$ cat src/hdl/uart_rm_pkg.sv
// ----------------------------------------------------------------------------
// uart_rm_pkg
// Shared types, register indexes and status flags of the UART register model.
// ----------------------------------------------------------------------------
package uart_rm_pkg;

    typedef enum logic [1:0] {
        OP_READ  = 2'd0,
        OP_WRITE = 2'd1,
        OP_RX    = 2'd2,
        OP_TICK  = 2'd3
    } op_t;

    localparam int NUM_REGS = 12;

    localparam logic [3:0] IDX_CR1 = 4'd0;
    localparam logic [3:0] IDX_RQR = 4'd6;
    localparam logic [3:0] IDX_ISR = 4'd7;
    localparam logic [3:0] IDX_ICR = 4'd8;
    localparam logic [3:0] IDX_RDR = 4'd9;
    localparam logic [3:0] IDX_TDR = 4'd10;
    localparam logic [3:0] IDX_LIMIT = 4'd12;

    localparam int BIT_IDLE  = 4;
    localparam int BIT_RXNE  = 5;
    localparam int BIT_TC    = 6;
    localparam int BIT_TXE   = 7;
    localparam int BIT_TEACK = 21;
    localparam int BIT_REACK = 22;
    localparam int BIT_TXFE  = 23;
    localparam int BIT_FLUSH = 3;

    localparam logic [31:0] ISR_RESET = 32'h0080_00C0;
    localparam logic [31:0] IRQ_MASK  = 32'h0000_00F0;
    localparam logic [15:0] GAP_RESET = 16'd100;

    typedef struct packed {
        op_t         op;
        logic [3:0]  reg_index;
        logic [31:0] write_data;
        logic [7:0]  rx_byte;
    } item_t;

    typedef struct packed {
        logic [31:0] read_data;
        logic        tx_valid;
        logic [7:0]  tx_byte;
        logic        irq;
    } result_t;

    typedef struct packed {
        logic       push;
        logic       pop;
        logic       flush;
        logic [7:0] data;
    } fifo_ctl_t;

    typedef struct packed {
        logic empty;
        logic full;
        logic last;
    } fifo_stat_t;

    // Refresh the derived ISR flags from CR1 and the FIFO state.
    function automatic logic [31:0] status_fn(input logic [31:0] isr,
                                              input logic [31:0] cr1,
                                              input logic        fifo_empty);
        logic [31:0] s;
        s = isr;
        s[BIT_TC]    = 1'b1;
        s[BIT_TXE]   = 1'b1;
        s[BIT_TXFE]  = 1'b1;
        s[BIT_RXNE]  = ~fifo_empty;
        s[BIT_TEACK] = cr1[0] & cr1[3];
        s[BIT_REACK] = cr1[0] & cr1[2];
        return s;
    endfunction

endpackage

$ cat src/hdl/uart_rm_core.sv
// ----------------------------------------------------------------------------
// uart_rm_core
// Register file, status flags and idle countdown; one item per cycle while fire is high.
// ----------------------------------------------------------------------------
module uart_rm_core import uart_rm_pkg::*; (
    input  logic        aclk,
    input  logic        aresetn,
    input  logic        cfg_wr_en,
    input  logic [15:0] cfg_wr_data,
    input  logic        fire,
    input  item_t       item,
    input  fifo_stat_t  fifo_stat,
    input  logic [7:0]  fifo_head,
    output fifo_ctl_t   fifo_ctl,
    output result_t     result
);

    logic [31:0] reg_file_reg  [NUM_REGS];
    logic [31:0] reg_file_next [NUM_REGS];
    logic [15:0] gap_reg;
    logic [15:0] countdown_reg, countdown_next;
    logic        armed_reg, armed_next;
    logic [15:0] gap_eff;
    logic        do_status, do_rearm, rd_isr, empty_after;
    logic [31:0] rdr_val;

    assign gap_eff = (gap_reg == '0) ? 16'd1 : gap_reg;

    always_comb begin
        reg_file_next  = reg_file_reg;
        countdown_next = countdown_reg;
        armed_next     = armed_reg;
        fifo_ctl       = '0;
        result         = '0;
        do_status      = 1'b0;
        do_rearm       = 1'b0;
        rd_isr         = 1'b0;
        rdr_val        = '0;
        fifo_ctl.data  = item.rx_byte;

        case (item.op)
            OP_READ: begin
                if (item.reg_index == IDX_RDR) begin
                    fifo_ctl.pop = ~fifo_stat.empty;
                    rdr_val = fifo_stat.empty ? 32'd0 : {24'd0, fifo_head};
                    reg_file_next[IDX_RDR] = rdr_val;
                    result.read_data = rdr_val;
                    do_status = 1'b1;
                end else if (item.reg_index == IDX_ISR) begin
                    do_status = 1'b1;
                    rd_isr    = 1'b1;
                end else if (item.reg_index < IDX_LIMIT) begin
                    result.read_data = reg_file_reg[item.reg_index];
                end
            end
            OP_WRITE: begin
                if (item.reg_index < IDX_LIMIT && item.reg_index != IDX_RDR
                        && item.reg_index != IDX_ISR) begin
                    reg_file_next[item.reg_index] = item.write_data;
                    case (item.reg_index)
                        IDX_TDR: begin
                            result.tx_valid = 1'b1;
                            result.tx_byte  = item.write_data[7:0];
                            do_status = 1'b1;
                        end
                        IDX_ICR: begin
                            reg_file_next[IDX_ISR] = reg_file_reg[IDX_ISR] & ~item.write_data;
                            reg_file_next[IDX_ICR] = '0;
                            do_status = 1'b1;
                        end
                        IDX_RQR: begin
                            fifo_ctl.flush = item.write_data[BIT_FLUSH];
                            reg_file_next[IDX_RQR] = '0;
                            do_status = 1'b1;
                        end
                        IDX_CR1: begin
                            do_status = 1'b1;
                            do_rearm  = 1'b1;
                        end
                        default: begin
                        end
                    endcase
                end
            end
            OP_RX: begin
                fifo_ctl.push = 1'b1;
                do_status = 1'b1;
                do_rearm  = 1'b1;
            end
            OP_TICK: begin
                if (armed_reg) begin
                    if (countdown_reg <= 16'd1) begin
                        countdown_next = '0;
                        armed_next     = 1'b0;
                        reg_file_next[IDX_ISR][BIT_IDLE] = 1'b1;
                    end else begin
                        countdown_next = countdown_reg - 16'd1;
                    end
                end
            end
            default: begin
            end
        endcase

        // FIFO occupancy as it stands after this item
        if (fifo_ctl.flush) begin
            empty_after = 1'b1;
        end else if (fifo_ctl.push) begin
            empty_after = 1'b0;
        end else if (fifo_ctl.pop) begin
            empty_after = fifo_stat.last;
        end else begin
            empty_after = fifo_stat.empty;
        end

        if (do_status) begin
            reg_file_next[IDX_ISR] = status_fn(reg_file_next[IDX_ISR],
                                               reg_file_next[IDX_CR1], empty_after);
        end
        if (rd_isr) begin
            result.read_data = reg_file_next[IDX_ISR];
        end
        if (do_rearm) begin
            armed_next = ~empty_after;
            if (!empty_after) begin
                countdown_next = gap_eff;
            end
        end

        result.irq = |(reg_file_next[IDX_CR1] & reg_file_next[IDX_ISR] & IRQ_MASK);

        if (!fire) begin
            fifo_ctl.push  = 1'b0;
            fifo_ctl.pop   = 1'b0;
            fifo_ctl.flush = 1'b0;
        end
    end

    always_ff @(posedge aclk) begin
        if (!aresetn) begin
            for (int i = 0; i < NUM_REGS; i++) begin
                reg_file_reg[i] <= (i == int'(IDX_ISR)) ? ISR_RESET : '0;
            end
            gap_reg       <= GAP_RESET;
            countdown_reg <= '0;
            armed_reg     <= 1'b0;
        end else begin
            if (cfg_wr_en) begin
                gap_reg <= cfg_wr_data;
            end
            if (fire) begin
                reg_file_reg  <= reg_file_next;
                countdown_reg <= countdown_next;
                armed_reg     <= armed_next;
            end
        end
    end

endmodule

$ cat config.mk
export PLATFORM = sky130hd
export DESIGN_NAME = uart_rm_core
export DESIGN_NICKNAME = d
export VERILOG_FILES = /design/src/hdl/uart_rm_pkg.sv /design/src/hdl/uart_rm_core.sv
export SDC_FILE = /design/constraint.sdc
export NUM_CORES = 1
export LEC_CHECK = 0
export ABC_AREA = 1
export BUFFER_PORTS_ARGS = -buffer_cell sky130_fd_sc_hd__buf_2
export CAP_MARGIN = 40
export CORE_UTILIZATION = 25
export CTS_CLUSTER_DIAMETER = 100
export DETAILED_ROUTE_END_ITERATION = 16
export GPL_TIMING_DRIVEN = 0
export PLACE_DENSITY = 0.51
export SLEW_MARGIN = 15
export SYNTH_ARGS = -nofsm -noshare
export SYNTH_HDL_FRONTEND = slang
export SYNTH_SLANG_ARGS = --single-unit
$ cat constraint.sdc
create_clock -name aclk -period 2.3 [get_ports aclk]
set_input_delay 0.345 -clock aclk [delete_from_list [all_inputs] [get_ports aclk]]
set_output_delay 0.345 -clock aclk [all_outputs]
set_load 0.03 [all_outputs]
==> results.tsv, run 1 <==
stage	metric	value	unit
place	Setup WS pre-CTS	-1.40	ns
floorplanning	core area	73000	um2
sta	Peak Freq	398	MHz
setup_path	Critical Path Max Stage Delay	0.31	ns
setup_path	CP endpoint kind	output pin	
setup_path	CP max FO	10	
logic_synthesis	Mapped Avg Cell Area	7.16	um2
logic_synthesis	Yosys warning total	0	
logic_synthesis	prevailing post-synth register cell	dfxtp_1	
sta	Final Hold Fails	0	
setup_path	critical path cell sequence	buf_12 > buf_6 > nor2_4 > clkbuf_16 > buf_4 > buf_12 > buf_12 > a22oi_1 > a21oi_1 > o21ai_2 > nand2_4 > buf_6	
power_and_ir_drop	Sw Share	26.7	%
cts	clock latency on the worst-skew pair	0.58	ns
logic_synthesis	sequential area share after synthesis	45.2	%
finish	max reg flops	384	
power_and_ir_drop	Sequential Power Share	44.3	%
run	max-cap violation count	0	
cts	H-tree depth	2	
place	Post-DP Area	20200	um2
logic_synthesis	library cells used by synthesis	37	
cts	TritonCTS clock tree	done	
logic_synthesis	Synth async-reset ratio	0	%
power_and_ir_drop	Peak VDD IR	0.471	mV
cts	CTS sink count	417	
cts	clock-pin slew on the worst setup and hold paths	0.06	ns
finish	fin util	34.2	%
finish	multi-input combinational cell area	9910	um2
sta	Final Max Slew Viols	0	
sta	setup_tns	-3.19	ns
power_and_ir_drop	clock power share	45.1	%
floorplanning	row count	99	
grt	maximum number of pins on one net before global-route repair	14	
place	I/O Buffers	94	
sta	setup ws final	-0.214	ns
run_status	status	finished with violations	
route	Routed Antenna Nets	0	
route	routed via count	19488	
place	final estimated routing congestion in global placement	0.928	
finish	Area Growth Syn to Fin	35.3	%
cts	clock root buffer	clkbuf_16	
finish	filler cell count in the final layout	7711	
route	number of remaining DRC errors	0	
power_and_ir_drop	Switch Pwr	4.43	mW
grt	global-route wire length before repair	115	mm
finish	Design Area, Final	25000	um2
finish	Seq. cell area	8360	um2
route	final wirelength	80.4	mm
power_and_ir_drop	power per cell area	664	nW/um2
cts	clock buffer depth	3	
sta	clk_skew	0.00555	ns
floorplanning	die extent in x	274	um
grt	vias in the first global route	17478	
floorplanning	die area	74900	um2
grt	initial antenna violation count	3	
logic_synthesis	Syn Inst Count	2580	
sta	Rel. slew slack	42.8	%
floorplanning	Die Ht	274	um
finish	share of cells above drive strength 1	22.4	%
power_and_ir_drop	Internal	12.2	mW
sta	minimum clock period	2.51	ns
worst_hold_path	Hold Path Class	in -> reg	
finish	nets@finish	2905	
sta	Worst Tran Pin Value	0.858	ns
power_and_ir_drop	Pwr Total	16.6	mW
route	first-pass detailed-route iteration total	5	
sta	final setup violation count	29	
route	Vias per Instance	5.11	
worst_hold_path	HP Start	fifo_head[0]	
setup_path	Crit path arrival time	2.17	ns
power_and_ir_drop	leakage	10.0	nW
floorplanning	I/O pins	130	
sta	RSZ-0062 raised after global routing	true	
setup_path	worst setup path startpoint	item[40]	
route	DRT iter0 DRCs	2083	
setup_path	FF-to-FF Start	countdown_reg[0]	
setup_path	CP required	1.96	ns
route	WL/cell	21.1	um
run_status	failing checks	setup timing	
setup_path	most used cell, CP	buf_12	
floorplanning	Initial Utilization	25.3	%
setup_path	Worst path slowest cell	a22oi_1	
cts	Num CTS Buffers	45	
setup_path	crit start category	input port	
logic_synthesis	Mapped Area	18500	um2
sta	crit share post-route	109	%
place	DP HPWL	57.3	mm
grt	GRT Resource Usage Total	20.4	%
logic_synthesis	#FFs+latches synth	417	
logic_synthesis	Synth Net Count	2663	
logic_synthesis	Post-synth EDFFs	0	
power_and_ir_drop	Comb power frac	10.6	%
setup_path	critical path type	in -> out	
grt	Remaining Overflow, GRT	0	
-- power groups by stage --
| stage | registers, mW | clock network (mW) | logic [mW] |
|---|---|---|---|
| 3_5_place_dp | 7.50 | 0 | 1.24 |
| 2_1_floorplan | 7.48 | 0 | 0.715 |
| 5_1_grt | 7.35 | 7.87 | 1.84 |
| 4_1_cts | 7.34 | 7.58 | 1.54 |
| 6_report | 7.35 | 7.48 | 1.76 |
| 3_3_place_gp | 7.50 | 0 | 1.24 |
-- routing by layer --
layer | vias to the layer above | global-route usage, % | routed length, um
li1 | 9093 | - | -
met1 | 9322 | 29.4 | 36800
met2 | 934 | 30.7 | 34200
met3 | 135 | 3.65 | 7060
met4 | 4 | 5.72 | 2260
met5 | - | 0 | 32
-- worst max-delay path: cells and delay by family --
family	cells	cell delay (ns)
AO/OA/AOI/OAI	3	0.75
buffers and inverters	7	0.91
AND/OR/NAND/NOR	2	0.15
-- worst paths after layout --
kind	depth (start not counted)	end	slack, ns
max	12	result[32]	-0.21
min	3	reg_file_reg[64]	0.04
max reg2reg	15	countdown_reg[11]	0.14
min reg2reg	2	reg_file_reg[146]	0.43
-- per-stage QoR --
| stage | std cells | hold slack, ns |
|---|---|---|
| 3_3_place_gp | 3633 | 0.419 |
| 5_1_grt | 3814 | 0.0450 |
| 6_report | 3815 | 0.0420 |
| 3_5_place_dp | 3634 | 0.420 |
| 2_1_floorplan | 2580 | 0.409 |
| 4_1_cts | 3764 | 0.0249 |
-- cells by family after synthesis --
group,Yosys count,synth area share (%)
XOR/XNOR,3,0.142
flip-flops,417,45.2
AO/OA/AOI/OAI,734,22.8
AND/OR/NAND/NOR,1035,23.0
buffers and inverters,385,8.45
adder cells (fa/ha/maj),6,0.407
-- cell type report --
| class | count | share of cell area, % |
|---|---|---|
| Multi-Input combinational cell | 1778 | 39.7 |
| Sequential cell | 417 | 33.5 |
| Timing Repair Buffer | 198 | 7.15 |
| Buffer | 212 | 6.25 |
| Clock buffer | 69 | 5.43 |
| Tap cell | 959 | 4.80 |
| Inverter | 170 | 2.71 |
| Clock inverter | 11 | 0.526 |
| Antenna cell | 1 | 0.0100 |
-- Yosys cell counts, drive strengths merged (5+ instances only) --
cell type	n	area [um2]
a21oi	190	955
a22o	21	184
a22oi	132	991
a41oi	5	43.8
buf	59	335
clkbuf	156	586
clkinv	9	33.8
dfxtp	417	8350
ha	6	75.1
inv	161	604
nand2	389	1480
nand3	85	430
nand4	14	87.6
nor2	470	1770
nor3	75	464
o21ai	355	1780
o221ai	21	184
-- cells in the final DEF (no fill, tap or decap), drive strengths merged --
cell type,synthesis,final
nor2,470,470
dfxtp,417,417
nand2,389,389
o21ai,355,355
buf,59,267
clkbuf,156,209
a21oi,190,190
inv,161,159
a22oi,132,132
nand3,85,85
nor3,75,75
a22o,21,21
o221ai,21,21
clkinv,9,17
nand4,14,14
ha,6,6
a41oi,5,5
a31oi,4,4
clkinvlp,0,3
o21bai,3,3
dlygate4sd3,0,3
o211ai,2,2
xor2,2,2
bufinv,0,2
diode,0,1
a21boi,1,1
or2,1,1
xnor2,1,1
nand3b,1,1
-- timing repair --
| item | CTS | global route |
|---|---|---|
| endpoints found under the hold margin | 3 | 0 |
| resized for setup | 446 | 197 |
| hold buffers | 3 | 0 |
| endpoints found under the setup margin | 193 | 178 |
| gates cloned | 3 | 5 |
| buffers inserted | 46 | 49 |
| pin swaps | 59 | 102 |
Power figures use the tool's default switching activity.
==> run 2, diff against run 1 <==
--- a/config.mk
+++ b/config.mk
@@ -10,8 +10,10 @@
 export CAP_MARGIN = 40
 export CORE_UTILIZATION = 25
 export CTS_CLUSTER_DIAMETER = 100
+export CTS_CLUSTER_SIZE = 24
 export DETAILED_ROUTE_END_ITERATION = 16
 export GPL_TIMING_DRIVEN = 0
+export HOLD_SLACK_MARGIN = 0.06
 export PLACE_DENSITY = 0.51
 export SLEW_MARGIN = 15
 export SYNTH_ARGS = -nofsm -noshare
==> results.tsv, run 2 (synthesized netlist as in run 1, its figures left out) <==
stage	metric	value	unit
cts	H-tree depth	1	
route	first-pass detailed-route iteration total	6	
setup_path	Crit path arrival time	2.14	ns
place	Post-DP Area	20200	um2
floorplanning	row count	99	
place	final estimated routing congestion in global placement	0.928	
finish	multi-input combinational cell area	9930	um2
grt	initial antenna violation count	2	
sta	clk_skew	0.0126	ns
worst_hold_path	Hold Path Class	in -> reg	
setup_path	critical path type	in -> out	
sta	final setup violation count	30	
setup_path	CP endpoint kind	output pin	
route	Routed Antenna Nets	0	
grt	maximum number of pins on one net before global-route repair	25	
finish	filler cell count in the final layout	7778	
run_status	failing checks	setup timing	
route	WL/cell	21.2	um
setup_path	Worst R2R Path Depth	15	
sta	RSZ-0062 raised after global routing	true	
route	routed via count	19313	
cts	TritonCTS clock tree	done	
floorplanning	I/O pins	130	
cts	Num CTS Buffers	21	
route	DRT iter0 DRCs	1956	
route	number of remaining DRC errors	0	
finish	Design Area, Final	24100	um2
finish	commonest non-fill, non-tap cells in the layout	447 x nor2_1, 410 x dfxtp_1, 328 x nand2_1	
run	max-cap violation count	0	
finish	share of cells above drive strength 1	21.5	%
worst_hold_path	Hold Path Depth	4	
sta	Final Max Slew Viols	0	
grt	Remaining Overflow, GRT	0	
setup_path	crit start category	input port	
floorplanning	Initial Utilization	25.3	%
place	I/O Buffers	94	
route	final wirelength	79.8	mm
grt	global-route wire length before repair	113	mm
finish	Area Growth Syn to Fin	30.7	%
finish	Seq. cell area	8360	um2
cts	clock-pin slew on the worst setup and hold paths	0.11	ns
sta	setup ws final	-0.187	ns
setup_path	CP required	1.96	ns
grt	GRT Resource Usage Total	20.0	%
cts	CTS sink count	417	
cts	clock root buffer	clkbuf_16	
cts	clock buffer depth	3	
power_and_ir_drop	power per cell area	554	nW/um2
cts	clock latency on the worst-skew pair	0.58	ns
power_and_ir_drop	Peak VDD IR	0.402	mV
sta	minimum clock period	2.49	ns
floorplanning	die area	74900	um2
finish	nets@finish	2894	
grt	vias in the first global route	17248	
sta	crit share post-route	108	%
finish	max reg flops	384	
floorplanning	core area	73000	um2
sta	Worst Tran Pin Value	0.820	ns
place	DP HPWL	57.3	mm
sta	Final Hold Fails	0	
floorplanning	die extent in x	274	um
power_and_ir_drop	Pwr Total	13.4	mW
route	Vias per Instance	5.12	
setup_path	CP max FO	7	
finish	commonest non-fill, non-tap cell in the layout	nor2_1	
sta	Rel. slew slack	45.3	%
sta	Peak Freq	402	MHz
floorplanning	Die Ht	274	um
power_and_ir_drop	leakage	9.55	nW
run_status	status	finished with violations	
==> run 2: cell types whose count changed in the layout (fill, tap and decap cells not counted), moves of 5 or more <==
cell / before / now
a22oi_1: 86 / 81
a22oi_2: 46 / 51
buf_8: 17 / 8
clkbuf_1: 102 / 92
clkbuf_16: 60 / 36
clkbuf_8: 29 / 15
clkinv_2: 6 / 1
dlygate4sd3_1: 3 / 15
nand2_1: 335 / 328
nand2_2: 44 / 51
o21ai_1: 50 / 55
==> run 2: final timing paths <==
path | start | to | slack (ns)
worst max-delay path | item[41] | result[0] | -0.19
worst min-delay path | item[8] | reg_file_reg[128] | 0.08
worst max register to register | countdown_reg[0] | countdown_reg[11] | 0.13
worst min register to register | reg_file_reg[140] | reg_file_reg[140] | 0.43
==> run 2: power by group <==
part	switching [mW]	total, mW	internal (mW)
Clock	2.57	4.25	1.67
Combinational	1.19	1.78	0.593
Sequential	0.0527	7.34	7.29
==> run 2: critical path: stages <==
cell and delay [ns]:
buf_12 0.12, nor2_4 0.24, clkinvlp_4 0.20, buf_6 0.15, o21ai_4 0.12, o21ai_2 0.10, nand2_2 0.12, nand2_4 0.12
buf_4 0.17, a21oi_1 0.14, nor2_2 0.07, nand2_2 0.09, buf_6 0.13
==> run 2: repair_timing <==
item | in CTS | in global routing
gates cloned | 2 | 7
setup endpoints to repair | 200 | 173
endpoints found under the hold margin | 10 | 1
resized for setup | 420 | 228
pin swaps | 56 | 118
hold buffers | 14 | 1
setup buffers | 53 | 44
==> run 2: metrics by stage <==
stage	setup TNS (ns)	std cells	hold WS (ns)	setup slack, ns	utilization (%)
2_1_floorplan	0	2580	0.409	0.00186	-
3_3_place_gp	-288.29	3633	0.419	-1.39	27.7
5_1_grt	-3.67	3772	0.0811	-0.290	33.1
3_5_place_dp	-281.26	3634	0.420	-1.40	27.7
4_1_cts	-2.36	3726	0.0665	-0.195	31.4
6_report	-2.59	3773	0.0824	-0.187	33.1
==> run 2: final cells by class <==
cell class,instances,area share [%]
diodes,1,0.0104
well taps,959,4.97
clock inverters,4,0.130
clock buffers,21,2.18
multi-input cells,1778,41.1
flip-flops and latches,417,34.6
inverters,170,2.79
repair buffers,213,7.88
plain buffers,210,6.28
==> run 2: routing by layer <==
layer / GRT usage, % / up-vias / routed length, um
met1: 29.3 / 9249 / 36600
met4: 4.54 / 2 / 2430
met2: 30.7 / 891 / 33900
li1: - / 9044 / -
met5: 0 / - / 13
met3: 2.95 / 127 / 6870
==> run 3, diff against run 2 <==
--- a/config.mk
+++ b/config.mk
@@ -15,6 +15,7 @@
 export GPL_TIMING_DRIVEN = 0
 export HOLD_SLACK_MARGIN = 0.06
 export PLACE_DENSITY = 0.51
+export REMOVE_ABC_BUFFERS = 1
 export SLEW_MARGIN = 15
 export SYNTH_ARGS = -nofsm -noshare
 export SYNTH_HDL_FRONTEND = slang
==> results.tsv, run 3 (synthesized netlist as in run 1, its figures left out) <==
stage	metric	value	unit
run_status	status	finished with violations	
run_status	failing checks	setup timing	
sta	Final Max Slew Viols	0	
cts	clock latency on the worst-skew pair	0.58	ns
cts	Num CTS Buffers	21	
setup_path	Crit path arrival time	2.24	ns
grt	maximum number of pins on one net before global-route repair	118	
sta	Rel. slew slack	43.9	%
sta	RSZ-0062 raised after global routing	true	
sta	Final Hold Fails	0	
power_and_ir_drop	leakage	9.37	nW
route	first-pass detailed-route iteration total	5	
floorplanning	die extent in x	274	um
place	placed insts	3472	
route	Vias per Instance	5.08	
power_and_ir_drop	Peak VDD IR	0.454	mV
place	final estimated routing congestion in global placement	0.771	
place	DP HPWL	41.9	mm
grt	initial antenna violation count	4	
sta	clk_skew	0.0147	ns
floorplanning	Die Ht	274	um
place	I/O Buffers	112	
setup_path	critical path type	reg -> out	
cts	clock-pin slew on the worst setup and hold paths	0.11	ns
finish	commonest non-fill, non-tap cell in the layout	nor2_1	
cts	clock buffer depth	3	
worst_hold_path	Hold Path Class	in -> reg	
grt	GRT Resource Usage Total	19.3	%
finish	Seq. cell area	8370	um2
setup_path	CP required	1.96	ns
sta	Peak Freq	387	MHz
route	routed via count	18550	
grt	Remaining Overflow, GRT	0	
worst_hold_path	Hold Path Depth	3	
route	WL/cell	21.2	um
sta	final setup violation count	12	
route	Routed Antenna Nets	0	
finish	commonest non-fill, non-tap cells in the layout	448 x nor2_1, 406 x dfxtp_1, 353 x nand2_1	
cts	TritonCTS clock tree	done	
finish	filler cell count in the final layout	7761	
finish	share of cells above drive strength 1	17.6	%
cts	clock root buffer	clkbuf_16	
finish	nets@finish	2769	
cts	H-tree depth	1	
sta	minimum clock period	2.58	ns
route	number of remaining DRC errors	0	
finish	max reg flops	384	
setup_path	Worst R2R Path Depth	8	
grt	global-route wire length before repair	110	mm
floorplanning	core area	73000	um2
sta	crit share post-route	112	%
finish	final cell count without fillers	3648	
setup_path	CP endpoint kind	output pin	
finish	Area Growth Syn to Fin	26.5	%
setup_path	CP max FO	5	
floorplanning	Initial Utilization	25.3	%
finish	fin util	32.0	%
power_and_ir_drop	power per cell area	570	nW/um2
sta	setup ws final	-0.284	ns
grt	vias in the first global route	16952	
finish	diode count	0	
floorplanning	die area	74900	um2
floorplanning	I/O pins	130	
route	DRT iter0 DRCs	2036	
floorplanning	row count	99	
run	max-cap violation count	0	
place	Setup WS pre-CTS	-1.83	ns
cts	CTS sink count	417	
sta	Worst Tran Pin Value	0.839	ns
finish	multi-input combinational cell area	9390	um2
setup_path	crit start category	register	
route	final wirelength	77.2	mm
power_and_ir_drop	Pwr Total	13.3	mW
run 3: timing repair:
action / in CTS / in global routing
pin swaps: 40 / 44
hold buffers: 14 / 0
gates cloned: 16 / 5
setup buffers: 80 / 36
endpoints found under the setup margin: 438 / 164
hold endpoints to repair: 12 / 0
gates resized for setup: 201 / 130
run 3: metrics by stage:
| stage | hold slack, ns | TNS, ns | cell area [um2] |
|---|---|---|---|
| 3_3_place_gp | 0.416 | -3448.82 | 19300 |
| 6_report | 0.0695 | -0.922 | 23300 |
| 2_1_floorplan | 0.409 | -912.29 | 17500 |
| 4_1_cts | 0.0620 | -0.780 | 22500 |
| 5_1_grt | 0.0759 | -1.53 | 23300 |
| 3_5_place_dp | 0.419 | -568.51 | 20100 |
run 3: per-layer routing:
metal / vias to the layer above / global-route usage [%] / routed length (um)
met5: - / 0 / 36
met3: 136 / 3.71 / 6450
met2: 741 / 30.5 / 34500
li1: 8789 / - / -
met1: 8878 / 26.8 / 34000
met4: 6 / 5.03 / 2260
run 3: cell type report:
cell class                 instances  area share (%)
multi-input combinational       1786            40.2
sequential                       417            35.9
timing repair buffer             287            13.0
tap                              959            5.14
inverter                         170            3.24
clock buffer                      23            2.33
timing repair inverter             3           0.123
clock inverter                     3           0.107
run 3: path summary, 6_finish.rpt:
kind / slack (ns) / endpoint / startpoint
min reg2reg: 0.43 / reg_file_reg[136] / reg_file_reg[136]
max reg2reg: 0.57 / countdown_reg[8] / armed_reg
min: 0.07 / reg_file_reg[67] / fifo_head[3]
max: -0.28 / result[0] / countdown_reg[11]
run 3: worst max-delay path, stage by stage, from the launching register on:
cell and delay [ns]:
dfxtp_4 0.38, nor2_4 0.14, nand2_2 0.07, nor2_1 0.10
nand4_1 0.27, nand3_2 0.22, nand2_2 0.08, nand2_2 0.11
nor2_4 0.04, nand2_2 0.10, buf_6 0.14
run 3: power breakdown:
part,internal [mW],switching (mW),total (mW),leakage [nW]
clock network,1.71,2.55,4.26,0.276
logic,0.580,1.12,1.70,5.72
registers,7.29,0.0510,7.34,3.37
